### src/sv/det_pkg.sv
// ----------------------------------------------------------------------------
// det_pkg: directory entry table shared definitions
// Table depth, index widths, entry layout and status codes.
// ----------------------------------------------------------------------------
package det_pkg;

  localparam int ENTRIES = 32;                      // 2 .. 256
  localparam int IDX_W   = $clog2(ENTRIES);         // slot address width
  localparam int CNT_W   = $clog2(ENTRIES + 1);     // walk counter, holds ENTRIES

  localparam int NAME_W  = 64;
  localparam int INODE_W = 15;

  typedef struct packed {
    logic [NAME_W-1:0]  name;
    logic [INODE_W-1:0] inode;
  } entry_t;

  typedef enum logic [2:0] {
    ST_OK        = 3'd0,
    ST_NO_INODE  = 3'd1,
    ST_EXISTS    = 3'd2,
    ST_FULL      = 3'd3,
    ST_BAD_INDEX = 3'd4
  } status_t;

  typedef enum logic [0:0] {
    OP_INSERT = 1'b0,
    OP_REMOVE = 1'b1
  } op_t;

endpackage

### src/sv/directory_entry_table.sv
// ----------------------------------------------------------------------------
// directory_entry_table: fixed-size directory entry table
// Insert by name/inode into the first free slot, remove by slot index with
// compaction of the later entries. One status transfer per request.
// ----------------------------------------------------------------------------
// The table holds ENTRIES slots of {64-bit name key, 15-bit inode} in one
// simple dual-port RAM with a registered read. A slot with inode zero is
// free. Per-slot valid flops, cleared by reset, make unwritten slots read as
// all zero, so no clearing pass is needed after reset. One request is worked
// at a time. The result becomes valid in the same cycle that the block is
// ready for the next request, and a sink stall holds the block in its done
// state for as long as it lasts.
// An insert walks every slot through the RAM read port (one slot per cycle),
// drains the read pipe and writes the first free slot, or reports the table
// full; it ends early when an equal name is found, and a negative inode is
// refused without a walk.
// A removal at slot k copies each later slot down one place, one per cycle,
// then clears the last slot; a bad index is refused without a walk.
// The result sits in an output register, so the next request may be taken
// while it waits for the sink.
module directory_entry_table (
  input  logic        clk,
  input  logic        rst_n,
  input  logic        in_tvalid,
  output logic        in_tready,
  input  logic [87:0] in_tdata,   // name_key[63:0], inode_number[79:64], slot_index[87:80]
  input  logic        in_tuser,   // func (0 insert, 1 remove)
  output logic        out_tvalid,
  input  logic        out_tready,
  output logic [15:0] out_tdata   // status[2:0], slot_used[10:3], zero[15:11]
);
  import det_pkg::*;

  typedef enum logic [5:0] {
    S_IDLE  = 6'b000001,
    S_SCAN  = 6'b000010,
    S_WRITE = 6'b000100,
    S_SHIFT = 6'b001000,
    S_CLEAR = 6'b010000,
    S_DONE  = 6'b100000
  } state_t;

  // Table storage and its per-slot written flags
  entry_t             mem [ENTRIES];
  logic [ENTRIES-1:0] valid_r, valid_nxt;

  // RAM ports
  logic [IDX_W-1:0]   rd_addr;
  entry_t             rd_data_r;
  logic               rd_vld_r;
  entry_t             rd_entry;        // read data, zero if never written
  logic               wr_en;
  logic [IDX_W-1:0]   wr_addr;
  entry_t             wr_data;

  // Control
  state_t             state_r, state_nxt;
  logic [CNT_W-1:0]   cnt_r, cnt_nxt;          // next slot to read
  logic               pend_r, pend_nxt;        // read data returns this cycle
  logic [IDX_W-1:0]   pend_idx_r, pend_idx_nxt;
  logic               found_r, found_nxt;      // a free slot seen
  logic [IDX_W-1:0]   free_r, free_nxt;        // lowest free slot
  logic               out_vld_r, out_vld_nxt;

  // Request and result payload
  logic [NAME_W-1:0]  key_r, key_nxt;
  logic [INODE_W-1:0] inode_r, inode_nxt;
  status_t            stat_r, stat_nxt;
  logic [7:0]         slot_r, slot_nxt;
  logic [15:0]        out_data_r, out_data_nxt;

  // Request fields
  logic [NAME_W-1:0]  req_key;
  logic [15:0]        req_inode;
  logic [7:0]         req_idx;
  logic               in_xfer;
  logic               cnt_more;

  assign req_key   = in_tdata[63:0];
  assign req_inode = in_tdata[79:64];
  assign req_idx   = in_tdata[87:80];

  assign in_tready  = (state_r == S_IDLE);
  assign in_xfer    = in_tvalid && in_tready;
  assign out_tvalid = out_vld_r;
  assign out_tdata  = out_data_r;

  assign rd_entry = rd_vld_r ? rd_data_r : '0;
  assign cnt_more = (cnt_r < CNT_W'(ENTRIES));

  // RAM: registered read, one write per cycle
  always_ff @(posedge clk) begin
    rd_data_r <= mem[rd_addr];
    if (wr_en) begin
      mem[wr_addr] <= wr_data;
    end
  end

  always_comb begin
    state_nxt    = state_r;
    cnt_nxt      = cnt_r;
    pend_nxt     = 1'b0;
    pend_idx_nxt = pend_idx_r;
    found_nxt    = found_r;
    free_nxt     = free_r;
    key_nxt      = key_r;
    inode_nxt    = inode_r;
    stat_nxt     = stat_r;
    slot_nxt     = slot_r;
    valid_nxt    = valid_r;
    out_vld_nxt  = out_vld_r;
    out_data_nxt = out_data_r;
    rd_addr      = cnt_r[IDX_W-1:0];
    wr_en        = 1'b0;
    wr_addr      = pend_idx_r - IDX_W'(1);
    wr_data      = rd_entry;

    if (out_vld_r && out_tready) begin
      out_vld_nxt = 1'b0;
    end

    unique case (state_r)
      S_IDLE: begin
        if (in_xfer) begin
          key_nxt   = req_key;
          inode_nxt = req_inode[INODE_W-1:0];
          slot_nxt  = '0;
          stat_nxt  = ST_OK;
          found_nxt = 1'b0;
          if (op_t'(in_tuser) == OP_INSERT) begin
            cnt_nxt = '0;
            if (req_inode[15]) begin
              stat_nxt  = ST_NO_INODE;
              state_nxt = S_DONE;
            end else begin
              state_nxt = S_SCAN;
            end
          end else if ({1'b0, req_idx} >= 9'(ENTRIES)) begin
            stat_nxt  = ST_BAD_INDEX;
            state_nxt = S_DONE;
          end else begin
            cnt_nxt   = CNT_W'(req_idx) + CNT_W'(1);
            state_nxt = S_SHIFT;
          end
        end
      end

      S_SCAN: begin
        // compare the slot read last cycle, issue the next read
        if (pend_r && (rd_entry.name == key_r)) begin
          stat_nxt  = ST_EXISTS;
          state_nxt = S_DONE;
        end else begin
          if (pend_r && !found_r && (rd_entry.inode == '0)) begin
            found_nxt = 1'b1;
            free_nxt  = pend_idx_r;
          end
          if (cnt_more) begin
            pend_nxt     = 1'b1;
            pend_idx_nxt = cnt_r[IDX_W-1:0];
            cnt_nxt      = cnt_r + CNT_W'(1);
          end else if (!pend_r) begin
            if (found_r) begin
              state_nxt = S_WRITE;
            end else begin
              stat_nxt  = ST_FULL;
              state_nxt = S_DONE;
            end
          end
        end
      end

      S_WRITE: begin
        wr_en            = 1'b1;
        wr_addr          = free_r;
        wr_data.name     = key_r;
        wr_data.inode    = inode_r;
        valid_nxt[free_r] = 1'b1;
        stat_nxt         = ST_OK;
        slot_nxt         = 8'(free_r);
        state_nxt        = S_DONE;
      end

      S_SHIFT: begin
        // slot read last cycle moves down one place
        if (pend_r) begin
          wr_en              = 1'b1;
          valid_nxt[wr_addr] = 1'b1;
        end
        if (cnt_more) begin
          pend_nxt     = 1'b1;
          pend_idx_nxt = cnt_r[IDX_W-1:0];
          cnt_nxt      = cnt_r + CNT_W'(1);
        end else if (!pend_r) begin
          state_nxt = S_CLEAR;
        end
      end

      S_CLEAR: begin
        wr_en                = 1'b1;
        wr_addr              = IDX_W'(ENTRIES - 1);
        wr_data              = '0;
        valid_nxt[ENTRIES-1] = 1'b0;
        stat_nxt             = ST_OK;
        state_nxt            = S_DONE;
      end

      S_DONE: begin
        if (!out_vld_r || out_tready) begin
          out_vld_nxt  = 1'b1;
          out_data_nxt = {5'd0, slot_r, stat_r};
          state_nxt    = S_IDLE;
        end
      end

      default: begin
        state_nxt = S_IDLE;
      end
    endcase
  end

  // Control state
  always_ff @(posedge clk) begin
    if (!rst_n) begin
      state_r   <= S_IDLE;
      cnt_r     <= '0;
      pend_r    <= 1'b0;
      found_r   <= 1'b0;
      valid_r   <= '0;
      out_vld_r <= 1'b0;
      rd_vld_r  <= 1'b0;
    end else begin
      state_r   <= state_nxt;
      cnt_r     <= cnt_nxt;
      pend_r    <= pend_nxt;
      found_r   <= found_nxt;
      valid_r   <= valid_nxt;
      out_vld_r <= out_vld_nxt;
      rd_vld_r  <= valid_r[rd_addr];
    end
  end

  // Payload
  always_ff @(posedge clk) begin
    pend_idx_r <= pend_idx_nxt;
    free_r     <= free_nxt;
    key_r      <= key_nxt;
    inode_r    <= inode_nxt;
    stat_r     <= stat_nxt;
    slot_r     <= slot_nxt;
    out_data_r <= out_data_nxt;
  end

endmodule

### config.mk
export PLATFORM = sky130hd
export DESIGN_NAME = directory_entry_table
export DESIGN_NICKNAME = d
export VERILOG_FILES = /design/src/sv/det_pkg.sv /design/src/sv/directory_entry_table.sv
export SDC_FILE = /design/constraint.sdc
export NUM_CORES = 2
export LEC_CHECK = 0
export BUFFER_PORTS_ARGS = -buffer_cell sky130_fd_sc_hd__buf_2
export CAP_MARGIN = 20
export CORE_AREA = 2 2 598 600
export DETAILED_ROUTE_END_ITERATION = 8
export DIE_AREA = 0 0 600 602
export GPL_TIMING_DRIVEN = 0
export HOLD_SLACK_MARGIN = 0.15
export PLACE_DENSITY_LB_ADDON = 0.12
export RECOVER_POWER = 50
export REMOVE_ABC_BUFFERS = 1
export SYNTH_ARGS = -nofsm -noshare
export SYNTH_HDL_FRONTEND = slang
export SYNTH_SLANG_ARGS = --single-unit
### constraint.sdc
create_clock -name clk -period 9.1 [get_ports clk]
set_clock_uncertainty 0.1 [all_clocks]
set_input_delay 1.365 -clock clk [delete_from_list [all_inputs] [get_ports clk]]
set_output_delay 1.365 -clock clk [all_outputs]
set_load 0.005 [all_outputs]
### Word-level counts from Yosys, hierarchy flattened

Memories as Yosys holds them, arrays and structs flattened. A register that Yosys moved wholly into a read port is not among the register bits.
Index checks and enable logic that the tools add are counted.

* memories kept: 1
* register bits: 159
* memory bits (writable): 2528
* output and inout bits: 18

* magnitude comparators: 7
* bitwise logic cells: 3
* equality and inequality tests: 18
* reductions and logical operators: 30
* add/subtract/negate cells: 3
* multiplexer cells: 58

Memories
* mem: depth 32, bits a word 79, rd ports 1, clocked after memory_dff 1, write ports 1, line directory_entry_table.sv:44 `entry_t mem [ENTRIES];`

Operators with widths (number)
* $pmux W79 S2: 1
* $mux W6: 16
* $mux W79: 1
* $eq A64 B64 Y1: 1
* $or A32 B32 Y32: 2
* $pmux W31 S2: 1
* $mux W32: 1
* $pmux W6 S5: 1
* $mux W3: 7
* $pmux W5 S2: 2
* $lt A5 B6 Y1 const B: 3
* $pmux W6 S3: 1
* $pmux W8 S2: 1
* $logic_not A15 Y1: 1
* $mux W1: 15
* $add A6 B1 Y6 const B: 2
* $ne A2 B2 Y1 const B: 6
* $ne A3 B3 Y1 const B: 4
* $reduce_and A2 Y1: 6
* $demux W1 S5: 2
* $ge A5 B1 Y1 const B: 2
* $mux W5: 2
* $pmux W3 S3: 1
* $reduce_bool A3 Y1: 3
* 24 further kinds: 37

### Longest topological paths before layout

* depth after elaboration: 8
* depth in mapped cells: 10
* gate-level depth less buffers: 9

### Worst setup path after synthesis

OpenSTA, ideal clock, no wires.

* path type: reg-to-reg
* start: register state_r[5]
* end: memory mem[20][0] (netlist bit), enable pin
* arrival: 5.061 ns
* setup time: 0.517 ns
* cell stages (with the launch flop): 9
* data required time: 8.483 ns
* slack: 3.422 ns
* path through: dfxtp_1 -> nor4_2 -> and3b_1 -> clkbuf_1 -> nor2_1 -> o21ai_0 -> nor2b_1 -> nand2_1 -> nor2_1

* word-level cells in the longest chain between the ends: 5
* elaborated cells between the ends (all ways): 8
* classes of those cells: eq/ne (3); mux (4); reduce/logical (1)

Ends and longest elaborated chain
* start, declared: line directory_entry_table.sv:57 `state_t state_r, state_nxt;`
* start signal, assigned: line directory_entry_table.sv:233 `state_r <= state_nxt;`
* $eq A6 B5 Y1 / $eq A6 B3 Y1 (equally long branches): line directory_entry_table.sv:122 `unique case (state_r)`
* $reduce_or A2 Y1 (no source line)
* $pmux W1 S2: line directory_entry_table.sv:122
* $mux W1: line directory_entry_table.sv:94 `if (wr_en) begin`
* $mux W1 (implied by the code): line directory_entry_table.sv:95 `mem[wr_addr] <= wr_data;`
* end, declared: line directory_entry_table.sv:44

Parallel ways exist; a longest one is shown, timed or not.

==> impl_metrics.py <==
metrics = {
    "status": {
        "outcome": "complete, but fails checks",
        "violations": "capacitance limit, slew limit",
    },
    "sta": {
        "min_period_ns": 6.77,
        "clock.fmax_ghz": 0.148,
        "hold_viol": 0,
        "rsz0062_at_grt": "no",
        "maxSlewViolCount": 609,
        "slew_headroom": -1.42,
        "hold_slack_ns": 0.321,
        "fin_crit_sh": 0.744,
        "setup_violations": 0,
        "worst_pin_slew_ns": 3.62,
    },
    "yosys": {
        "yosys_warnings": 0,
        "yosysSeqAreaShare": 0.771,
        "yosys-top-cells-area": "edfxtp_1 75%, mux4_2 17%, dfxtp_1 2.4%, mux2_2 0.84%, a22o_1 0.65%",
        "synth.distinct_cells": 54,
        "async_reset_ff_frac": 0,
        "syn_area_mm2": 0.106,
        "synth.top_cell.area_share": 0.747,
        "yosysTopAreaCell": "edfxtp_1",
        "ys_ff_latch": 2760,
        "synth_most_common_cell": "edfxtp_1",
        "synthCells": 4553,
        "synth_edf_count": 2633,
        "synth_common_cells": "2633 x edfxtp_1, 800 x mux4_2, 127 x clkbuf_1, 127 x dfxtp_1, 91 x nor2_1",
        "synth_ff_type": "edfxtp_1",
        "avgSynthCellArea_um2": 23.3,
    },
    "clocking": {
        "ctsHoldBuffers": 0,
        "clkTransAtPathRegs_ns": 0.06,
        "cts_resized": 0,
        "clk-insertion-delay-late_ns": 0.89,
        "cts_tree": "yes",
        "cts_sinks": 2760,
        "clk_path_buf_depth": 4,
        "cts_max_level": 5,
        "cts_buffers": 316,
        "post-cts-setup-buffer-count": 0,
        "clock_tree.root_cell": "clkbuf_16",
    },
    "floorplanning": {
        "die_h_um": 602,
        "dieArea_mm2": 0.361,
        "design.core.area_mm2": 0.355,
        "die_w_um": 600,
        "initial_core_util": 0.298,
        "num_rows": 219,
        "io_pins": 111,
    },
    "final_layout": {
        "fin_cells": 10000,
        "final_layout_size_suffix_gt1_frac": 0.318,
        "n_fill_cell": 32500,
        "postLayoutCoreUtil": 0.359,
        "stdcell_area_mm2": 0.127,
        "fin_nets": 5109,
        "syn_to_final_growth_pct": 20.2,
    },
    "placement": {
        "gp_congestion": 0.696,
        "hpwl_um": 200000,
        "numPlacedInstances": 9435,
        "place.port_buffers": 102,
        "place_area_mm2": 0.118,
    },
    "routing": {
        "wl_met1_um": 151000,
        "met2_length_um": 145000,
        "dr.pass1.iters": 5,
        "wirelength_um": 317000,
        "wl_per_cell_um": 31.6,
        "viasPerCell": 5.05,
        "drc": 0,
        "drt-initial-drc-count": 5458,
        "highest_layer": "met4",
        "wl_met3_um": 14000,
        "drtAntennaViolNets": 0,
        "vias": 50700,
    },
    "setup_path": {
        "worstSetupPathDepth": 7,
        "path_class": "flip-flop to flip-flop",
        "critPathLaunchType": "flip-flop",
        "cpMostUsedCell": "buf_16",
        "end_kind": "flip-flop",
        "worst-path-buf-inv": 4,
        "crit_slowest_cell": "clkbuf_1",
        "max_stage_delay_ns": 2.26,
        "worstPathCellList": "buf_16, buf_16, clkbuf_1, buf_16, mux4_2, mux4_2, mux2_2",
        "path_max_fanout": 48,
        "reg2reg_depth": 7,
        "crit_arrival_ns": 7.46,
        "cp.required_ns": 9.78,
        "path_delay_family": "buffers and inverters",
    },
    "pwr": {
        "fin_total_pwr_mw": 27.2,
        "power_density_mw_per_mm2": 214,
        "vdd_ir_drop_max_v": 0.000166,
        "leakagePower_nw": 45.2,
    },
    "min_path": {
        "min_path_type": "flip-flop to flip-flop",
        "hold_depth": 0,
    },
    "global_routing": {
        "grt_usage": 0.174,
        "first_global_vias": 52300,
        "grt_remaining_overflow": 0,
        "antenna_found_initial": 7,
        "grt_pass1_wl_um": 437000,
        "grt_max_degree": 52,
    },
    "run": {
        "maxCapViolations": 31,
    },
}
area by class of cell:
cell class | count | area (um2) | share of cell area
timing repair buffer | 380 | 6170 | 0.0485
clock inverter | 169 | 1680 | 0.0132
inverter | 14 | 52.6 | 0.000413
sequential | 2760 | 81600 | 0.641
clock buffer | 412 | 8560 | 0.0672
tap | 4751 | 5940 | 0.0467
multi-input combinational | 1536 | 23300 | 0.183
antenna | 2 | 5.00 | 0.0000393
worst reg2reg max path, delay by kind of cell, from the launching register on:
family	cells	cell delay, ns
buf+inv	4	3.38
flops	1	1.94
mux	3	1.24
registers in the layout (all words and copies together), names as in the netlist:
name / flops
cnt_r: 6
found_r: 1
free_r: 5
inode_r: 15
key_r: 64
mem: 2528
out_tdata: 8
out_tvalid: 1
pend_idx_r: 5
pend_r: 1
rd_data_r: 79
rd_vld_r: 1
slot_r: 5
stat_r: 3
state_r: 6
valid_r: 32
final timing paths:
kind,slack [ns],from,end
hold reg to reg,0.32,slot_r[0],out_tdata[3]
hold / removal,0.32,slot_r[0],out_tdata[3]
setup / recovery,2.33,cnt_r[1],rd_data_r[14]
setup reg to reg,2.33,cnt_r[1],rd_data_r[14]
placed cells by master, fill, tap and decap left out, types with 14 or more instances in the layout:
master | netlist | final
clkbuf_1 | 127 | 139
clkinv_1 | 0 | 56
edfxtp_1 | 2633 | 2633
nor3_1 | 38 | 38
mux4_2 | 800 | 800
nand2_1 | 34 | 34
nor2_1 | 91 | 68
bufinv_16 | 0 | 27
xor2_1 | 37 | 37
nor2_4 | 0 | 22
clkinv_2 | 0 | 57
o21a_1 | 64 | 64
mux2_2 | 79 | 75
o22ai_1 | 50 | 50
dfxtp_1 | 127 | 127
nand3_1 | 58 | 58
nand4b_1 | 32 | 32
buf_16 | 0 | 83
buf_12 | 0 | 163
buf_2 | 67 | 65
a22o_1 | 79 | 79
inv_1 | 14 | 14
clkbuf_16 | 0 | 323
a21oi_1 | 63 | 63
clkbuf_8 | 0 | 14
report_power, final:
group          switching [mW]  internal (mW)
clock                    5.24           7.42
sequential             0.0891           13.8
combinational           0.420          0.262
through the flow:
stage / TNS, ns / worst slack (ns)
2_1_floorplan: -1647.93 / -20.34
3_3_place_gp: - / -37.95
3_5_place_dp: 0 / 4.22
4_1_cts: 0 / 4.18
5_1_grt: 0 / 2.00
6_report: 0 / 2.33
logic make-up (layout without fill, tap and decap cells):
logic type,Yosys count,after routing,share of synthesized area
compound gates,284,284,0.0190
buf+inv,264,975,0.0112
mux,884,884,0.179
fa+ha+maj,8,8,0.000945
other cells,1,10,0.0000354
flops,2760,2760,0.771
xor+xnor,44,44,0.00364
simple gates,308,308,0.0154
metal layers:
| metal | track usage | up-vias |
|---|---|---|
| met4 | 0.0409 | 0 |
| met3 | 0.0217 | 408 |
| met1 | 0.263 | 28400 |
| met2 | 0.265 | 1291 |
| li1 | - | 20500 |
| met5 | 0 | - |
No activity file was read; power rests on OpenSTA's default activity.
